### src/i2a_pkg.sv
// ----------------------------------------------------------------------------
// i2a_pkg
// Shared types and constants of the 64-bit binary to decimal ASCII converter.
// ----------------------------------------------------------------------------
package i2a_pkg;

	localparam int unsigned MAX_DIGITS_DEF = 20;
	localparam int unsigned VALUE_W        = 64;
	localparam int unsigned CAP_W          = 6;
	localparam int unsigned CHAR_W         = 7;
	localparam int unsigned POS_W          = 5;
	localparam int unsigned LEN_W          = 5;
	localparam int unsigned BCD_W          = 4;

	localparam logic [CHAR_W-1:0] CH_ZERO  = 7'h30;
	localparam logic [CHAR_W-1:0] CH_MINUS = 7'h2D;
	localparam logic [BCD_W-1:0]  BCD_FIVE = 4'd5;
	localparam logic [BCD_W-1:0]  BCD_ADJ  = 4'd3;

	typedef enum logic [1:0] {
		CELL_HOLD  = 2'd0,
		CELL_CLEAR = 2'd1,
		CELL_CONV  = 2'd2,
		CELL_SHIFT = 2'd3
	} cell_op_t;

	typedef enum logic [3:0] {
		ST_IDLE = 4'b0001,
		ST_CONV = 4'b0010,
		ST_NORM = 4'b0100,
		ST_EMIT = 4'b1000
	} state_t;

endpackage

### src/i2a_cell.sv
// ----------------------------------------------------------------------------
// i2a_cell
// One decimal digit of the shift-and-add-3 chain; also shifts whole digits.
// ----------------------------------------------------------------------------
module i2a_cell (
	input  logic                          clk,
	input  logic                          arst_n,
	input  i2a_pkg::cell_op_t             op,
	input  logic                          carry_in,
	input  logic [i2a_pkg::BCD_W-1:0]     digit_in,
	output logic                          carry_out,
	output logic [i2a_pkg::BCD_W-1:0]     digit
);

	logic [i2a_pkg::BCD_W-1:0] digit_q;
	logic [i2a_pkg::BCD_W-1:0] adj;

	assign adj       = (digit_q >= i2a_pkg::BCD_FIVE) ? digit_q + i2a_pkg::BCD_ADJ : digit_q;
	assign carry_out = adj[i2a_pkg::BCD_W-1];
	assign digit     = digit_q;

	always_ff @(posedge clk or negedge arst_n) begin
		if (!arst_n) begin
			digit_q <= '0;
		end else begin
			unique case (op)
				i2a_pkg::CELL_HOLD:  digit_q <= digit_q;
				i2a_pkg::CELL_CLEAR: digit_q <= '0;
				i2a_pkg::CELL_CONV:  digit_q <= {adj[i2a_pkg::BCD_W-2:0], carry_in};
				i2a_pkg::CELL_SHIFT: digit_q <= digit_in;
				default:             digit_q <= digit_q;
			endcase
		end
	end

endmodule

### src/i2a_digit_chain.sv
// ----------------------------------------------------------------------------
// i2a_digit_chain
// Row of digit cells, least significant digit at index 0.
// ----------------------------------------------------------------------------
module i2a_digit_chain #(
	parameter int unsigned MAX_DIGITS = i2a_pkg::MAX_DIGITS_DEF
) (
	input  logic                          clk,
	input  logic                          arst_n,
	input  i2a_pkg::cell_op_t             op,
	input  logic                          bit_in,
	output logic [i2a_pkg::BCD_W-1:0]     top_digit
);

	logic [MAX_DIGITS:0]               carry;
	logic [i2a_pkg::BCD_W-1:0]         digit [MAX_DIGITS];
	logic [i2a_pkg::BCD_W-1:0]         digit_in [MAX_DIGITS];

	assign carry[0] = bit_in;

	for (genvar i = 0; i < MAX_DIGITS; i++) begin : g_cell
		if (i == 0) begin : g_first
			assign digit_in[i] = '0;
		end else begin : g_rest
			assign digit_in[i] = digit[i-1];
		end

		i2a_cell u_cell (
			.clk       (clk),
			.arst_n    (arst_n),
			.op        (op),
			.carry_in  (carry[i]),
			.digit_in  (digit_in[i]),
			.carry_out (carry[i+1]),
			.digit     (digit[i])
		);
	end

	assign top_digit = digit[MAX_DIGITS-1];

endmodule

### src/int64_to_decimal_ascii.sv
// Steps: accept the word, shift-and-add-3 of each bit through the digit chain,
// strip up to MAX_DIGITS-1 leading zeros, then check the length against capacity.
// Then one character beat per cycle while m_tready is high, or a single failure beat.
// A new word is taken only after the last beat of the previous one is taken;
// the conversion is a 64-bit serial pass through the chain. Async reset
// returns the control to idle.
// ----------------------------------------------------------------------------
// int64_to_decimal_ascii
// 64-bit word to decimal ASCII text, one character per output beat.
// ----------------------------------------------------------------------------
module int64_to_decimal_ascii #(
	parameter int unsigned MAX_DIGITS = i2a_pkg::MAX_DIGITS_DEF
) (
	input  logic        clk,
	input  logic        arst_n,
	input  logic        s_tvalid,
	output logic        s_tready,
	input  logic [71:0] s_tdata,   // value[63:0], capacity[69:64], zero pad
	input  logic        s_tuser,   // cmd
	output logic        m_tvalid,
	input  logic        m_tready,
	output logic [23:0] m_tdata,   // character[6:0], position[11:7], length[16:12], zero pad
	output logic        m_tuser,   // failed
	output logic        m_tlast
);

	localparam int unsigned NDIG_W = $clog2(MAX_DIGITS + 1);
	localparam int unsigned CNT_W  = $clog2(i2a_pkg::VALUE_W);
	localparam int unsigned TOT_W  = NDIG_W + 1;

	i2a_pkg::state_t               state_q;
	logic [i2a_pkg::VALUE_W-1:0]   mag_q;
	logic [CNT_W-1:0]              bit_cnt_q;
	logic [NDIG_W-1:0]             ndig_q;
	logic                          neg_q;
	logic [i2a_pkg::CAP_W-1:0]     cap_q;
	logic [TOT_W-1:0]              len_q;
	logic                          fail_q;
	logic [i2a_pkg::POS_W-1:0]     pos_q;

	i2a_pkg::cell_op_t             op;
	logic [i2a_pkg::BCD_W-1:0]     top_digit;
	logic [i2a_pkg::VALUE_W-1:0]   in_value;
	logic                          in_neg;
	logic                          s_beat;
	logic                          m_beat;
	logic                          norm_step;
	logic                          minus_beat;
	logic                          last_beat;
	logic [TOT_W-1:0]              total;
	logic [i2a_pkg::CHAR_W-1:0]    character;

	assign in_value  = s_tdata[i2a_pkg::VALUE_W-1:0];
	assign in_neg    = s_tuser & in_value[i2a_pkg::VALUE_W-1];
	assign s_tready  = (state_q == i2a_pkg::ST_IDLE);
	assign s_beat    = s_tvalid & s_tready;
	assign m_tvalid  = (state_q == i2a_pkg::ST_EMIT);
	assign m_beat    = m_tvalid & m_tready;

	assign norm_step  = (state_q == i2a_pkg::ST_NORM) && (top_digit == '0) && (ndig_q > 1);
	assign total      = TOT_W'(ndig_q) + TOT_W'(neg_q);
	assign minus_beat = neg_q && (pos_q == '0);
	assign last_beat  = fail_q || (TOT_W'(pos_q) + TOT_W'(1) == len_q);

	always_comb begin
		op = i2a_pkg::CELL_HOLD;
		priority if (s_beat) begin
			op = i2a_pkg::CELL_CLEAR;
		end else if (state_q == i2a_pkg::ST_CONV) begin
			op = i2a_pkg::CELL_CONV;
		end else if (norm_step) begin
			op = i2a_pkg::CELL_SHIFT;
		end else if (m_beat && !fail_q && !minus_beat) begin
			op = i2a_pkg::CELL_SHIFT;
		end
	end

	i2a_digit_chain #(
		.MAX_DIGITS (MAX_DIGITS)
	) u_chain (
		.clk       (clk),
		.arst_n    (arst_n),
		.op        (op),
		.bit_in    (mag_q[i2a_pkg::VALUE_W-1]),
		.top_digit (top_digit)
	);

	always_ff @(posedge clk or negedge arst_n) begin
		if (!arst_n) begin
			state_q   <= i2a_pkg::ST_IDLE;
			bit_cnt_q <= '0;
			ndig_q    <= '0;
			pos_q     <= '0;
			fail_q    <= 1'b0;
			len_q     <= '0;
		end else begin
			unique case (state_q)
				i2a_pkg::ST_IDLE: begin
					if (s_beat) begin
						bit_cnt_q <= '0;
						state_q   <= i2a_pkg::ST_CONV;
					end
				end
				i2a_pkg::ST_CONV: begin
					bit_cnt_q <= bit_cnt_q + CNT_W'(1);
					if (bit_cnt_q == CNT_W'(i2a_pkg::VALUE_W - 1)) begin
						ndig_q  <= NDIG_W'(MAX_DIGITS);
						state_q <= i2a_pkg::ST_NORM;
					end
				end
				i2a_pkg::ST_NORM: begin
					if (norm_step) begin
						ndig_q <= ndig_q - NDIG_W'(1);
					end else begin
						len_q   <= total;
						fail_q  <= total > TOT_W'(cap_q);
						pos_q   <= '0;
						state_q <= i2a_pkg::ST_EMIT;
					end
				end
				i2a_pkg::ST_EMIT: begin
					if (m_beat) begin
						pos_q <= pos_q + i2a_pkg::POS_W'(1);
						if (last_beat) begin
							state_q <= i2a_pkg::ST_IDLE;
						end
					end
				end
				default: state_q <= i2a_pkg::ST_IDLE;
			endcase
		end
	end

	always_ff @(posedge clk) begin
		if (s_beat) begin
			mag_q <= in_neg ? (~in_value + i2a_pkg::VALUE_W'(1)) : in_value;
			neg_q <= in_neg;
			cap_q <= s_tdata[i2a_pkg::VALUE_W +: i2a_pkg::CAP_W];
		end else if (state_q == i2a_pkg::ST_CONV) begin
			mag_q <= {mag_q[i2a_pkg::VALUE_W-2:0], 1'b0};
		end
	end

	always_comb begin
		priority if (fail_q) begin
			character = '0;
		end else if (minus_beat) begin
			character = i2a_pkg::CH_MINUS;
		end else begin
			character = i2a_pkg::CH_ZERO + i2a_pkg::CHAR_W'(top_digit);
		end
	end

	assign m_tdata = {7'd0,
	                  fail_q ? '0 : i2a_pkg::LEN_W'(len_q),
	                  fail_q ? '0 : pos_q,
	                  character};
	assign m_tuser = fail_q;
	assign m_tlast = last_beat;

endmodule
### config.mk
export PLATFORM = sky130hd
export DESIGN_NAME = int64_to_decimal_ascii
export DESIGN_NICKNAME = d
export VERILOG_FILES = /design/src/i2a_pkg.sv /design/src/i2a_cell.sv /design/src/i2a_digit_chain.sv /design/src/int64_to_decimal_ascii.sv
export SDC_FILE = /design/constraint.sdc
export NUM_CORES = 1
export LEC_CHECK = 0
export BUFFER_PORTS_ARGS = -buffer_cell sky130_fd_sc_hd__buf_2
export CORE_ASPECT_RATIO = 1.5
export CORE_MARGIN = 5
export CORE_UTILIZATION = 60
export CTS_CLUSTER_SIZE = 40
export DETAILED_ROUTE_END_ITERATION = 6
export HOLD_SLACK_MARGIN = 0.03
export PLACE_DENSITY = 0.87
export SLEW_MARGIN = 0
export SYNTH_ARGS = -nofsm -noshare
export SYNTH_HDL_FRONTEND = slang
export SYNTH_SLANG_ARGS = --single-unit
### constraint.sdc
create_clock -name clk -period 5.6 [get_ports clk]
set_clock_uncertainty 0.2 [all_clocks]
set_input_delay 1.12 -clock clk [delete_from_list [all_inputs] [get_ports clk]]
set_output_delay 1.12 -clock clk [all_outputs]
set_load 0.05 [all_outputs]
-- Word-level counts from Yosys, hierarchy flattened
Cells that the tools add are included.
- memory bits (writable): 0
- register bits: 178
- latch bits: 0
- output and inout bits: 28
- logic and storage cells: 184
- input port bits: 77
- bits in read-only memories: 0
- memories kept: 0
- shift operators: 0
- add/sub/neg operators: 27
- bitwise gates (word level): 5
- multiplexer cells: 65
- $mul: 0
- divide/modulo/power cells: 0
- order comparisons: 22
- reductions and logical operators: 21
- equality and inequality tests: 15
- operators by type and width (kind ; count):
    $pmux W4 S3 ; 19
    $mux W64 ; 3
    $mux W4 ; 24
    $ge A4 B3 Y1 const B ; 20
    $add A4 B2 Y4 const B ; 19
    $add A64 B1 Y64 const B ; 1
    $not A64 Y64 ; 1
    $mux W5 ; 6
    $pmux W5 S2 ; 2
    $pmux W4 S4 ; 1
    $mux W7 ; 2
    $pmux W6 S2 ; 1
    $mux W2 ; 4
    $ne A2 B1 Y1 const B ; 4
    $pmux W4 S2 ; 1
    $reduce_bool A2 Y1 ; 4
    $add A6 B4 Y7 const A ; 1
    $add A5 B1 Y6 ; 1
    $add A5 B1 Y6 const B ; 1
    $add A6 B1 Y6 const B ; 1
    $eq A6 B6 Y1 ; 1
    $eq A6 B6 Y1 const B ; 1
    $gt A6 B6 Y1 ; 1
    $mux W6 ; 1
    24 further kinds ; 35

-- Longest topological paths before layout
- word-level depth: 11
- gate-level depth with buffers: 10
- depth with buffers taken out: 9

-- Hierarchy
A second synthesis with hierarchy kept.
- cells, all modules: 1312
- area, all modules: 11776.3 µm²
- by module, submodules not included (module ; area each (µm²) ; seq. area each (µm²) ; cells an instance ; times used):
    int64_to_decimal_ascii ; 6092.1 ; 2808.9 ; 671 ; 1
    i2a_cell ; 284.0 ; 100.1 ; 32 ; 20
    i2a_digit_chain ; 3.8 ; 0.0 ; 1 ; 1

-- Worst setup path after synthesis
No wires, ideal clock.
- path kind: reg2reg
- start: register state_q[1]
- end: register u_chain.g_cell[10].u_cell.digit_q, in the netlist u_chain.g_cell[10].u_cell.digit[3]
- path buffers: 2
- arrival time: 3428 ps
- path slack: 1848 ps
- stages on the path, launching flop included: 9
- clock period less this slack: 3752 ps
- library setup time: 124 ps
- required time: 5276 ps
- cell sequence: dfrtp_1 -> nor4b_1 -> and2_1 -> clkbuf_1 -> a21oi_1 -> and2_1 -> clkbuf_1 -> o21ai_0 -> nand2_1
- word-level cells in the longest chain between the ends: 10
- elaborated cells on any way between the ends: 19
- those cells by class: eq/ne (7); mux (5); bitwise (2); reduce/logical (5)
- ends and longest elaborated chain (element ; line ; RTL):
    from (decl) ; int64_to_decimal_ascii.sv:31 ; i2a_pkg::state_t state_q;
    from (signal assigned) ; int64_to_decimal_ascii.sv:90 ; state_q <= i2a_pkg::ST_IDLE;
    from (signal assigned) ; int64_to_decimal_ascii.sv:101 ; state_q <= i2a_pkg::ST_CONV;
    from (signal assigned) ; int64_to_decimal_ascii.sv:108 ; state_q <= i2a_pkg::ST_NORM;
    $eq A4 B4 Y1 * ; int64_to_decimal_ascii.sv:57 ; assign m_tvalid = (state_q == i2a_pkg::ST_EMIT);
    via m_tvalid ; int64_to_decimal_ascii.sv:20 ; output logic m_tvalid,
    $and A1 B1 Y1 * ; int64_to_decimal_ascii.sv:58 ; assign m_beat = m_tvalid & m_tready;
    $logic_and A1 B1 Y1 * (2 in a row) ; int64_to_decimal_ascii.sv:73 ; end else if (m_beat && !fail_q && !minus_beat) begin
    $mux W2 * ; int64_to_decimal_ascii.sv:73 ;
    $mux W2 * ; int64_to_decimal_ascii.sv:71 ; end else if (norm_step) begin
    $mux W2 * ; int64_to_decimal_ascii.sv:69 ; end else if (state_q == i2a_pkg::ST_CONV) begin
    $mux W2 * ; int64_to_decimal_ascii.sv:67 ; priority if (s_beat) begin
    $eq A2 B2 Y1 or $eq A2 B1 Y1 (tied branches) ; i2a_cell.sv:26 ; unique case (op)
    $pmux W4 S3 ; i2a_cell.sv:26 ;
    to (signal assigned) ; i2a_cell.sv:27 ; i2a_pkg::CELL_HOLD: digit_q <= digit_q;
    to (signal assigned) ; i2a_cell.sv:29 ; i2a_pkg::CELL_CONV: digit_q <= {adj[i2a_pkg::BCD_W-2:0], carry_in};
    to (signal assigned) ; i2a_cell.sv:30 ; i2a_pkg::CELL_SHIFT: digit_q <= digit_in;
    to (decl) ; i2a_cell.sv:15 ; logic [i2a_pkg::BCD_W-1:0] digit_q;
Mark *: on every way through the listed nets, which the timed path passes. The rest lies on a longest branch.
A chain may end at the register's enable or synchronous reset.

-- Final worst setup path
- start: register pos_q[0] in the netlist's numbering
- end: register u_chain.g_cell[13].u_cell.digit_q, in the netlist u_chain.g_cell[13].u_cell.digit[3]
- word-level cells in the longest chain between the ends: 10
- elaborated cells on any way between the ends: 13
- those cells by class: eq/ne (3); mux (5); reduce/logical (5)
- ends and longest elaborated chain (element ; line ; RTL):
    from (decl) ; int64_to_decimal_ascii.sv:39 ; logic [i2a_pkg::POS_W-1:0] pos_q;
    from (signal assigned) ; int64_to_decimal_ascii.sv:123 ; pos_q <= pos_q + i2a_pkg::POS_W'(1);
    $logic_not A5 Y1 * ; int64_to_decimal_ascii.sv:62 ; assign minus_beat = neg_q && (pos_q == '0);
    $logic_and A1 B1 Y1 * ; int64_to_decimal_ascii.sv:62 ;
    $logic_not A1 Y1 * ; int64_to_decimal_ascii.sv:73 ;
    $logic_and A1 B1 Y1 * ; int64_to_decimal_ascii.sv:73 ;
    $mux W2 * ; int64_to_decimal_ascii.sv:73 ;
    $mux W2 * ; int64_to_decimal_ascii.sv:71 ;
    $mux W2 * ; int64_to_decimal_ascii.sv:69 ;
    $mux W2 * ; int64_to_decimal_ascii.sv:67 ;
    $eq A2 B2 Y1 or $eq A2 B1 Y1 (tied branches) ; i2a_cell.sv:26 ;
    $pmux W4 S3 ; i2a_cell.sv:26 ;
    to (signal assigned) ; i2a_cell.sv:27 ;
    to (signal assigned) ; i2a_cell.sv:29 ;
    to (signal assigned) ; i2a_cell.sv:30 ;
    to (decl) ; i2a_cell.sv:15 ;
Every way passes the cells marked *; elsewhere a longest branch is shown, timed or not.

==> flow_summary.ini <==
[synthesis]
yosys_warnings = 0
synth_top_area_share_pct = 23.9
synth.avg_cell_area_um2 = 9.07
ys_seq_elements = 178
synthMostInstantiatedCell = nand2_1
ys_top_cells_by_area = dfrtp_1 (24%), edfxtp_1 (19%), ha_1 (6.2%), o21ai_0 (5.4%), xnor2_1 (4.9%)
synth_area_leader_cell = dfrtp_1
syn_area_mm2 = 0.0111
synth_edf_count = 71
synthCells = 1223
synth_ff_type = dfrtp_1
synth.distinct_cells = 62
ys_top_cells_by_count = nand2_1 (132), o21ai_0 (120), dfrtp_1 (106)
yosysSeqAreaShare_pct = 43.4
async_flop_share_pct = 60.1

[finish]
diodes = 0
stdcell_count = 1546
multiInputGateArea_mm2 = 0.00576
seq_area_mm2 = 0.00481
area_growth_pct = 10.6
fin_nets = 1413
drive_gt1_share_pct = 12.1
final_cell_area_mm2 = 0.0123
fillers = 1396

[clock_network]
clkTransAtPathRegs_ps = 70
cts_tree = done
cts_sinks = 178
cts_max_level = 4
post_cts_buffers = 0
clock_latency_ps = 440
hold_buffers = 0
clk_path_buf_depth = 2
ctsResizeCount = 0
clockRootBuffer = clkbuf_16
cts_buffers = 17

[floorplanning]
core-area_mm2 = 0.0184
ios = 105
fp.dieH_um = 177
die_w_um = 121
die_area_mm2 = 0.0214
initial_core_util_pct = 60.3
fp-row-count = 61

[route]
drt-total-wl_um = 25200
viasPerCell = 6.14
vias = 9488
firstDrtPassIters = 6
wire_per_inst_um = 16.3
drtAntennaViolNets = 0
drc_errors = 0
drtIter0Drc = 721

[worst_hold_path]
hp-class = register to register

[critical_path]
max_stage_delay_ps = 820
cp-end-kind = register
crit_path_max_fanout = 37
cp_top_family = simple AND/OR/NAND/NOR gates
critPathRequiredTime_ps = 5770
crit_slowest_cell = and2_1
path_cells = inv_1 > ha_1 > nor4b_1 > a21oi_1 > a21oi_4 > and2_1 > o21ai_0 > nand2_1
path_class = register to register
path_buf_inv = 1
cp.arrival_ps = 4000
start_kind = register

[timing]
post-route-period-util_pct = 68.4
tightest_slew_ps = 1050
setup_tns_ps = 0
max-slew-margin-rel_pct = 29.7
finalHoldViolCount = 0
fmax_ghz = 0.261
rsz0062_at_grt = no
setup_violations = 0
period_needed_ps = 3830
maxSlewViolCount = 0
timing.hold.ws_ps = 265

[flow_run]
cap_violations = 0

[run_status]
status = completed

[grt]
grt_pass1_vias = 9474
grt_overflow = 0
grt_max_degree = 124
grt_pass1_wl_um = 42900
antenna_found_initial = 0
track_usage_pct = 24.0

[power]
total_power_mw = 3.99
power_density_mw_per_mm2 = 325
ir_drop_mv = 0.256
p_leak_nw = 5.05

[placement]
hpwl_um = 17300
gp_congestion = 0.868
place_area_mm2 = 0.0117
dp.cells = 1514
io_buffers = 94
placed cells by master, fill, tap and decap left out, types with 26 or more instances in the layout:
master	n
a21oi_1	82
buf_2	93
dfrtp_1	106
edfxtp_1	71
ha_1	55
inv_1	65
nand2_1	130
nand3_1	71
nor2_1	71
nor3_1	34
o21ai_0	120
o221ai_1	38
xnor2_1	62
xor2_1	26
power by group:
part | total (mW) | internal [mW] | switching, mW
clock network | 1.17 | 0.605 | 0.562
logic | 0.963 | 0.257 | 0.705
registers | 1.86 | 1.76 | 0.0988
total | 3.99 | 2.62 | 1.37
state kept, by name (all words and copies together), names as in the netlist:
signal and flops:
ndig_q 5, len_q 6, mag_q 64, bit_cnt_q 6, state_q 4, u_chain.g_cell.u_cell.digit 80
pos_q 5, cap_q 6, neg_q 1, m_tuser 1
stage by stage:
stage / worst slack (ps) / util [%]
floorplan: 1850 / -
global placement: 1480 / 63.6
detailed placement: 1470 / 63.6
CTS: 1810 / 66.7
global route: 1500 / 66.7
finish: 1770 / 66.7
final timing paths:
check                               start                                 end  slack [ps]  cells past startpoint
worst max-delay path             pos_q[0]  u_chain.g_cell[13].u_cell.digit[3]        1770                      8
worst min-delay path            mag_q[63]   u_chain.g_cell[0].u_cell.digit[0]         270                      2
worst max register to register   pos_q[0]  u_chain.g_cell[13].u_cell.digit[3]        1770                      8
worst min register to register  mag_q[63]   u_chain.g_cell[0].u_cell.digit[0]         270                      2
max in group asynchronous          arst_n   u_chain.g_cell[0].u_cell.digit[2]        3600                      2
min in group asynchronous          arst_n  u_chain.g_cell[16].u_cell.digit[0]         640                      1
area by class of cell:
cell class | count | area share, %
Clock buffer | 18 | 3.58
Clock inverter | 14 | 1.15
Inverter | 67 | 2.05
Multi-Input combinational cell | 912 | 46.9
Sequential cell | 178 | 39.2
Tap cell | 252 | 2.57
Timing Repair Buffer | 105 | 4.53
cells by family after synthesis:
family | Yosys count | share of synthesized area [%]
adders and majority gates | 55 | 6.20
other | 1 | 0.0338
and+or+nand+nor | 409 | 18.2
DFF | 178 | 43.4
muxes | 7 | 0.699
xor gates and xnor gates | 88 | 6.95
AOI/OAI and AO/OA | 345 | 19.4
buffers and inverters | 140 | 5.16
per-layer routing:
layer  track usage [%]  part of all wire (%)
met5                 0                     0
met4              9.26                   2.6
met3              4.33                   4.8
met2              43.6                    54
met1              27.9                    39
worst register-to-register path: cells and delay by family (launching register included):
kind | cells | cell delay, ps
buf+inv | 1 | 160
compound gates | 3 | 1340
flops | 1 | 450
simple gates | 3 | 1450
fa+ha+maj | 1 | 160
Power figures use the tool's default switching activity.
